### src/hw/rtl/assert_macros.svh
// Assertion helpers shared by the RTL. Synthesis builds see empty bodies.
`ifndef ASSERT_MACROS_SVH
`define ASSERT_MACROS_SVH
`ifndef SYNTHESIS
`define HHTU_ASSERT(LBL, CLK, RSTN, PROP, MSG) \
  LBL: assert property (@(posedge CLK) disable iff (!RSTN) PROP) else $error(MSG);
`define HHTU_ASSERT_ALWAYS(LBL, CLK, PROP, MSG) \
  LBL: assert property (@(posedge CLK) PROP) else $error(MSG);
`else
`define HHTU_ASSERT(LBL, CLK, RSTN, PROP, MSG)
`define HHTU_ASSERT_ALWAYS(LBL, CLK, PROP, MSG)
`endif
`endif

### src/hw/rtl/hhtu_pkg.sv
package hhtu_pkg;

  localparam int BUCKETS     = 1024;
  localparam int IDX_W       = $clog2(BUCKETS);
  localparam int HOP_RANGE   = 8;
  localparam int HOP_W       = $clog2(HOP_RANGE);
  localparam int KEY_WIDTH   = 32;
  localparam int VALUE_WIDTH = 32;

  localparam logic [HOP_RANGE-1:0] FULL_MAP = {HOP_RANGE{1'b1}};
  localparam logic [HOP_RANGE-1:0] ONE_MAP  = {{(HOP_RANGE-1){1'b0}}, 1'b1};

  localparam logic [1:0] OP_INSERT = 2'd0;
  localparam logic [1:0] OP_FETCH  = 2'd1;
  localparam logic [1:0] OP_REMOVE = 2'd2;
  // Unused code, handled as a fetch.
  localparam logic [1:0] OP_SPARE  = 2'd3;

  localparam logic [1:0] ST_FOUND  = 2'd0;
  localparam logic [1:0] ST_ABSENT = 2'd1;
  localparam logic [1:0] ST_FULL   = 2'd2;

  typedef struct packed {
    logic [1:0]             op;
    logic [KEY_WIDTH-1:0]   key;
    logic [VALUE_WIDTH-1:0] value;
  } in_req_t;

  typedef struct packed {
    logic [1:0]             status;
    logic [VALUE_WIDTH-1:0] value_out;
  } out_rsp_t;

  typedef struct packed {
    logic                   valid;
    logic [HOP_RANGE-1:0]   map;
    logic [HOP_W-1:0]       off;
    logic [KEY_WIDTH-1:0]   key;
    logic [VALUE_WIDTH-1:0] val;
  } bucket_t;

  typedef enum logic [4:0] {
    CMD_NONE, CMD_CLR, CMD_LATCH, CMD_RD_BASE, CMD_LK_INIT, CMD_LK_RD, CMD_LK_CHK,
    CMD_WR_REPL, CMD_RM_SLOT, CMD_RD_HOME, CMD_WR_HOME, CMD_SC_INIT, CMD_SC_RD,
    CMD_SC_CHK, CMD_HK_INIT, CMD_HJ_RD, CMD_HJ_CHK, CMD_HJJ_RD, CMD_WR_I, CMD_WR_J,
    CMD_HJJ_FREE, CMD_FIN_WR_I, CMD_WR_BASE
  } cmd_t;

  typedef struct packed {
    cmd_t       cmd;
    logic       rsp_valid;
    logic [1:0] rsp_status;
  } ctrl_t;

  typedef struct packed {
    logic       clr_done;
    logic       lk_empty;
    logic       lk_hit;
    logic [1:0] op;
    logic       sc_full;
    logic       sc_free;
    logic       sc_last;
    logic       id_far;
    logic       hj_ok;
    logic       k_last;
  } stat_t;

  // Position of the lowest set bit of a neighborhood map.
  function automatic logic [HOP_W-1:0] lowbit(input logic [HOP_RANGE-1:0] m);
    logic [HOP_W-1:0] r;
    r = '0;
    for (int i = HOP_RANGE - 1; i >= 0; i--) begin
      if (m[i]) begin
        r = HOP_W'(i);
      end
    end
    return r;
  endfunction

endpackage

### src/hw/rtl/hhtu_ctrl.sv
`include "assert_macros.svh"

module hhtu_ctrl (
  input  logic            clk,
  input  logic            rst_n,
  input  logic            start,
  output logic            busy,
  input  hhtu_pkg::stat_t st,
  output hhtu_pkg::ctrl_t ctl
);

  typedef enum logic [24:0] {
    S_CLR      = 25'h0000001,
    S_IDLE     = 25'h0000002,
    S_LK_RD    = 25'h0000004,
    S_LK_INIT  = 25'h0000008,
    S_LK_NEXT  = 25'h0000010,
    S_LK_CHK   = 25'h0000020,
    S_HIT      = 25'h0000040,
    S_MISS     = 25'h0000080,
    S_REPL     = 25'h0000100,
    S_RM_SLOT  = 25'h0000200,
    S_RM_RD    = 25'h0000400,
    S_RM_WR    = 25'h0000800,
    S_SC_RD    = 25'h0001000,
    S_SC_CHK   = 25'h0002000,
    S_HOP_TEST = 25'h0004000,
    S_HJ_RD    = 25'h0008000,
    S_HJ_CHK   = 25'h0010000,
    S_HJJ_RD   = 25'h0020000,
    S_WR_I     = 25'h0040000,
    S_WR_J     = 25'h0080000,
    S_HJJ_RD2  = 25'h0100000,
    S_HJJ_FREE = 25'h0200000,
    S_FIN_WR_I = 25'h0400000,
    S_FIN_RD   = 25'h0800000,
    S_FIN_WR   = 25'h1000000
  } state_t;

  state_t state_r, state_nxt;

  always_ff @(posedge clk) begin
    if (!rst_n) begin
      state_r <= S_CLR;
    end else begin
      state_r <= state_nxt;
    end
  end

  assign busy = (state_r != S_IDLE);

  always_comb begin
    state_nxt      = state_r;
    ctl.cmd        = hhtu_pkg::CMD_NONE;
    ctl.rsp_valid  = 1'b0;
    ctl.rsp_status = hhtu_pkg::ST_ABSENT;
    case (state_r)
      S_CLR: begin
        ctl.cmd = hhtu_pkg::CMD_CLR;
        if (st.clr_done) state_nxt = S_IDLE;
      end
      S_IDLE: begin
        if (start) begin
          ctl.cmd   = hhtu_pkg::CMD_LATCH;
          state_nxt = S_LK_RD;
        end
      end
      S_LK_RD: begin
        ctl.cmd   = hhtu_pkg::CMD_RD_BASE;
        state_nxt = S_LK_INIT;
      end
      S_LK_INIT: begin
        ctl.cmd   = hhtu_pkg::CMD_LK_INIT;
        state_nxt = S_LK_NEXT;
      end
      S_LK_NEXT: begin
        if (st.lk_empty) begin
          state_nxt = S_MISS;
        end else begin
          ctl.cmd   = hhtu_pkg::CMD_LK_RD;
          state_nxt = S_LK_CHK;
        end
      end
      S_LK_CHK: begin
        ctl.cmd   = hhtu_pkg::CMD_LK_CHK;
        state_nxt = st.lk_hit ? S_HIT : S_LK_NEXT;
      end
      S_HIT: begin
        if (st.op == hhtu_pkg::OP_INSERT) begin
          state_nxt = S_REPL;
        end else if (st.op == hhtu_pkg::OP_REMOVE) begin
          state_nxt = S_RM_SLOT;
        end else begin
          ctl.rsp_valid  = 1'b1;
          ctl.rsp_status = hhtu_pkg::ST_FOUND;
          state_nxt      = S_IDLE;
        end
      end
      S_MISS: begin
        if (st.op == hhtu_pkg::OP_INSERT) begin
          ctl.cmd   = hhtu_pkg::CMD_SC_INIT;
          state_nxt = S_SC_RD;
        end else begin
          ctl.rsp_valid = 1'b1;
          state_nxt     = S_IDLE;
        end
      end
      S_REPL: begin
        ctl.cmd        = hhtu_pkg::CMD_WR_REPL;
        ctl.rsp_valid  = 1'b1;
        ctl.rsp_status = hhtu_pkg::ST_FOUND;
        state_nxt      = S_IDLE;
      end
      S_RM_SLOT: begin
        ctl.cmd   = hhtu_pkg::CMD_RM_SLOT;
        state_nxt = S_RM_RD;
      end
      S_RM_RD: begin
        ctl.cmd   = hhtu_pkg::CMD_RD_HOME;
        state_nxt = S_RM_WR;
      end
      S_RM_WR: begin
        ctl.cmd        = hhtu_pkg::CMD_WR_HOME;
        ctl.rsp_valid  = 1'b1;
        ctl.rsp_status = hhtu_pkg::ST_FOUND;
        state_nxt      = S_IDLE;
      end
      S_SC_RD: begin
        ctl.cmd   = hhtu_pkg::CMD_SC_RD;
        state_nxt = S_SC_CHK;
      end
      S_SC_CHK: begin
        ctl.cmd = hhtu_pkg::CMD_SC_CHK;
        if (st.sc_full) begin
          ctl.rsp_valid  = 1'b1;
          ctl.rsp_status = hhtu_pkg::ST_FULL;
          state_nxt      = S_IDLE;
        end else if (st.sc_free) begin
          state_nxt = S_HOP_TEST;
        end else if (st.sc_last) begin
          ctl.rsp_valid  = 1'b1;
          ctl.rsp_status = hhtu_pkg::ST_FULL;
          state_nxt      = S_IDLE;
        end else begin
          state_nxt = S_SC_RD;
        end
      end
      S_HOP_TEST: begin
        if (st.id_far) begin
          ctl.cmd   = hhtu_pkg::CMD_HK_INIT;
          state_nxt = S_HJ_RD;
        end else begin
          state_nxt = S_FIN_WR_I;
        end
      end
      S_HJ_RD: begin
        ctl.cmd   = hhtu_pkg::CMD_HJ_RD;
        state_nxt = S_HJ_CHK;
      end
      S_HJ_CHK: begin
        ctl.cmd = hhtu_pkg::CMD_HJ_CHK;
        if (st.hj_ok) begin
          state_nxt = S_HJJ_RD;
        end else if (st.k_last) begin
          ctl.rsp_valid  = 1'b1;
          ctl.rsp_status = hhtu_pkg::ST_FULL;
          state_nxt      = S_IDLE;
        end else begin
          state_nxt = S_HJ_RD;
        end
      end
      S_HJJ_RD: begin
        ctl.cmd   = hhtu_pkg::CMD_HJJ_RD;
        state_nxt = S_WR_I;
      end
      S_WR_I: begin
        ctl.cmd   = hhtu_pkg::CMD_WR_I;
        state_nxt = S_WR_J;
      end
      S_WR_J: begin
        ctl.cmd   = hhtu_pkg::CMD_WR_J;
        state_nxt = S_HJJ_RD2;
      end
      S_HJJ_RD2: begin
        ctl.cmd   = hhtu_pkg::CMD_HJJ_RD;
        state_nxt = S_HJJ_FREE;
      end
      S_HJJ_FREE: begin
        ctl.cmd   = hhtu_pkg::CMD_HJJ_FREE;
        state_nxt = S_HOP_TEST;
      end
      S_FIN_WR_I: begin
        ctl.cmd   = hhtu_pkg::CMD_FIN_WR_I;
        state_nxt = S_FIN_RD;
      end
      S_FIN_RD: begin
        ctl.cmd   = hhtu_pkg::CMD_RD_BASE;
        state_nxt = S_FIN_WR;
      end
      S_FIN_WR: begin
        ctl.cmd       = hhtu_pkg::CMD_WR_BASE;
        ctl.rsp_valid = 1'b1;
        state_nxt     = S_IDLE;
      end
      default: begin
        state_nxt = S_CLR;
      end
    endcase
  end

  `HHTU_ASSERT(a_accept_busy, clk, rst_n, (start && !busy) |=> busy, "accepted request did not raise busy")
  `HHTU_ASSERT(a_rsp_while_busy, clk, rst_n, ctl.rsp_valid |-> busy, "response issued while idle")
  `HHTU_ASSERT(a_rsp_then_idle, clk, rst_n, ctl.rsp_valid |=> !busy, "block not idle after response")

endmodule

### config.mk
export PLATFORM = sky130hd
export DESIGN_NAME = hhtu_ctrl
export DESIGN_NICKNAME = d
export VERILOG_FILES = /design/src/hw/rtl/hhtu_pkg.sv /design/src/hw/rtl/hhtu_ctrl.sv
export VERILOG_INCLUDE_DIRS = /design/src /design/src/hw/rtl
export SDC_FILE = /design/constraint.sdc
export NUM_CORES = 1
export LEC_CHECK = 0
export BUFFER_PORTS_ARGS = -buffer_cell sky130_fd_sc_hd__buf_2
export CAP_MARGIN = 20
export CORE_MARGIN = 4
export CORE_UTILIZATION = 48
export DETAILED_ROUTE_END_ITERATION = 10
export PLACE_DENSITY = 0.69
export RECOVER_POWER = 100
export SYNTH_ARGS = -nofsm -noshare
export SYNTH_HDL_FRONTEND = slang
export SYNTH_SLANG_ARGS = --single-unit
export TNS_END_PERCENT = 30
### constraint.sdc
create_clock -name clk -period 4.7 [get_ports clk]
set_input_delay 0.47 -clock clk [delete_from_list [all_inputs] [get_ports clk]]
set_output_delay 0.47 -clock clk [all_outputs]
set_load 0.01 [all_outputs]
==> flow_summary_export.csv <==
group,metric,value,unit
route,viasPerCell,6.29,
yosys,synthMuxAreaShare,0,%
timing,maxSlewViolCount,0,
floorplan,dieArea,4410,µm²
yosys,ys_warn_count,0,
final_layout,layout-drive-gt1-share,13.6,%
min_path,hold_class,"in -> reg",
yosys,yosys.area_share.adder,0,%
global_route,grt_first_pass_wirelength,7.34,mm
clock_tree,clock_latency,0.33,ns
yosys,synth_top_family_by_area,"simple AND/OR/NAND/NOR gates",
yosys,synth_top_cells_by_count,"25 x dfxtp_1, 23 x nor2_1, 14 x nand2_1, 14 x nor3_1, 13 x nor4_1",
floorplan,ios,23,
final_layout,nets,235,
timing,fmax,0.259,GHz
timing,tns,0,ns
timing,period_share,82.0,%
place,portBuffers,22,
yosys,synth_compound_area_share,14.8,%
route,drt-wirelength-per-cell,17.2,µm
timing,maxSlewHeadroom,13.2,%
critical_path,cp_top_family,"simple AND/OR/NAND/NOR gates",
route,wl_met1,2.14,mm
timing,hold_viol_final,0,
critical_path,worstSetupPathDepth,6,
final_layout,fin_util,53.9,%
clock_tree,root_buffer,"clkbuf_4",
yosys,synth_area,1640,µm²
timing,worst_slew_pin_slew,1.30,ns
yosys,synth-seq-cells,25,
final_layout,largest_reg_flops,25,
route,routed.top_layer,"met4",
clock_tree,cts_max_level,1,
global_route,antenna_found_initial,0,
status,status,"finished clean",
final_layout,n_antenna_cell,0,
floorplan,die_h,66.4,µm
timing,fin_crit,3.85,ns
clock_tree,cts.sinks,25,
floorplan,initial_utilization,51.9,%
floorplan,row_count,20,
global_route,grt_max_degree,17,
route,drtPass1Iterations,4,
power,ir_drop,0.116,mV
clock_tree,cts_resized,0,
power,p_leak,0.651,nW
yosys,synth_cell_types,53,
critical_path,path_max_fanout,8,
route,drt_iter0_drc,146,
critical_path,path_class,"reg -> out",
route,vias,1660,
critical_path,crit_chain,"or4_1, nor4_1, nand3_1, o32ai_1, a211o_2, clkbuf_1",
yosys,synth_edf_count,0,
yosys,yosysTopAreaCell,"dfxtp_1",
route,route.met3.wl,269,µm
timing,finalSetupViolations,0,
final_layout,fin_cells,264,
final_layout,fill_cells,332,
floorplan,core-area,3150,µm²
route,ant_nets,0,
place,pre_cts_ws,1.63,ns
yosys,synth_most_common_cell,"dfxtp_1",
place,dpl.cell_count,260,
power,powerDensity,237,nW/µm²
yosys,synthArstFlopShare,0,%
clock_tree,postCtsSetupBuffers,0,
yosys,synth-main-ff-cell,"dfxtp_1",
critical_path,worstSetupStartpointType,"register",
yosys,synth_nets,213,
critical_path,critPathMaxStageDelay,0.82,ns
run,cap_violations,0,
yosys,synth_cells,199,
clock_tree,cts.clk_slew.worst_paths,0.14,ns
min_path,whs_path_depth,2,
final_layout,synthToLayoutAreaGrowth,3.90,%
route,wl_met2,2.09,mm
timing,rsz0062_at_grt,"false",
route,wl,4.55,mm
yosys,netlist_top_cells_area,"dfxtp_1 31%, nor2_1 5.3%, nor4_1 5.0%",
critical_path,cp-end-kind,"primary output",
critical_path,cp.arrival,3.38,ns
critical_path,crit_buf_inv,1,
yosys,yosysSeqAreaShare,30.6,%
yosys,synth-xor-area-share,2.14,%
timing,fin_ws,0.845,ns
clock_tree,cts_tree,"built",
place,dp_hpwl,3.54,mm
clock_tree,cts_buffer_depth,2,
global_route,grt.total_usage,21.8,%
clock_tree,numCtsBuffers,3,
critical_path,cp.required,4.23,ns
yosys,synth_simple_gate_area_share,48.0,%
route,drc,0,
floorplan,fp.dieW,66.4,µm
clock_tree,holdBufCountCts,0,
global_route,grt-ovfl-total,0,
yosys,synth_top_area_share,30.6,%
global_route,grt_pass1_vias,1502,
place,globalplace.congestion,0.974,
yosys,avgSynthCellArea,8.22,µm²
final_layout,top_regs,"state_r x25",
critical_path,ff2ff_path_depth,6,
final_layout,regMostFlops,"state_r",
timing,skew,0.00108,ns
critical_path,slowest_stage,"nor4_1",
-- logic make-up (layout without fill, tap and decap cells) --
kind of cell	Yosys count	count (layout)
compound gates	30	30
xor+xnor	4	4
buf+inv	10	31
flops	25	25
simple gates	130	130
-- per-stage QoR --
stage / cell area, µm² / total power, W / hold slack (ns)
after floorplan: 1640 / 0.000289 / 0.480
after global placement: 1750 / 0.000312 / 0.507
after detailed placement: 1750 / 0.000313 / 0.528
after CTS: 1770 / 0.000410 / 0.335
after global routing: 1700 / 0.000424 / 0.331
final: 1700 / 0.000404 / 0.326
-- layout make-up --
| cell class | count | area, µm² | share of cell area (%) |
|---|---|---|---|
| timing repair buffer | 22 | 100 | 5.89 |
| sequential | 25 | 500 | 29.4 |
| tap | 44 | 55.1 | 3.24 |
| inverter | 5 | 18.8 | 1.10 |
| clock buffer | 4 | 26.3 | 1.55 |
| multi-input combinational | 164 | 1000 | 58.8 |
-- worst paths after layout --
kind | from | to | slack [ns]
worst max-delay path | state_r[9]$_SDFFE_PN0P_ | ctl[2] | 0.85
worst min-delay path | st[9] | state_r[5]$_SDFFE_PN0P_ | 0.33
worst min register to register | state_r[12]$_SDFFE_PN0P_ | state_r[13]$_SDFFE_PN0P_ | 0.54
worst max register to register | state_r[9]$_SDFFE_PN0P_ | state_r[12]$_SDFFE_PN0P_ | 1.09
-- placed cells by master, fill, tap and decap left out, types with 2 or more instances in the layout --
cell / count
and3_1: 3
nor2b_1: 2
nand3b_1: 5
nor4_2: 2
nor2_1: 23
o21ai_0: 9
or2_2: 4
dfxtp_1: 25
clkbuf_4: 3
nand4_1: 5
nand2b_1: 3
o31ai_1: 2
o2111ai_1: 2
nor3_1: 15
xor2_1: 3
nor4b_1: 8
nand2_1: 14
buf_2: 14
o32ai_1: 2
or4_1: 5
inv_1: 5
nor3b_1: 3
nor4_1: 14
clkbuf_1: 9
a21oi_1: 5
nand4b_1: 2
nand3_1: 13
-- routing by layer --
metal  GRT usage, %  vias up
met5              0        -
met4           4.57        0
met3           2.72        5
met2           34.7       56
met1           31.2      792
li1               -      807
-- power breakdown --
part           internal (W)  switching (W)  total (W)
Combinational     0.0000282      0.0000540  0.0000822
Sequential         0.000216     0.00000484   0.000221
Clock             0.0000333      0.0000677   0.000101
Power figures use the tool's default switching activity.
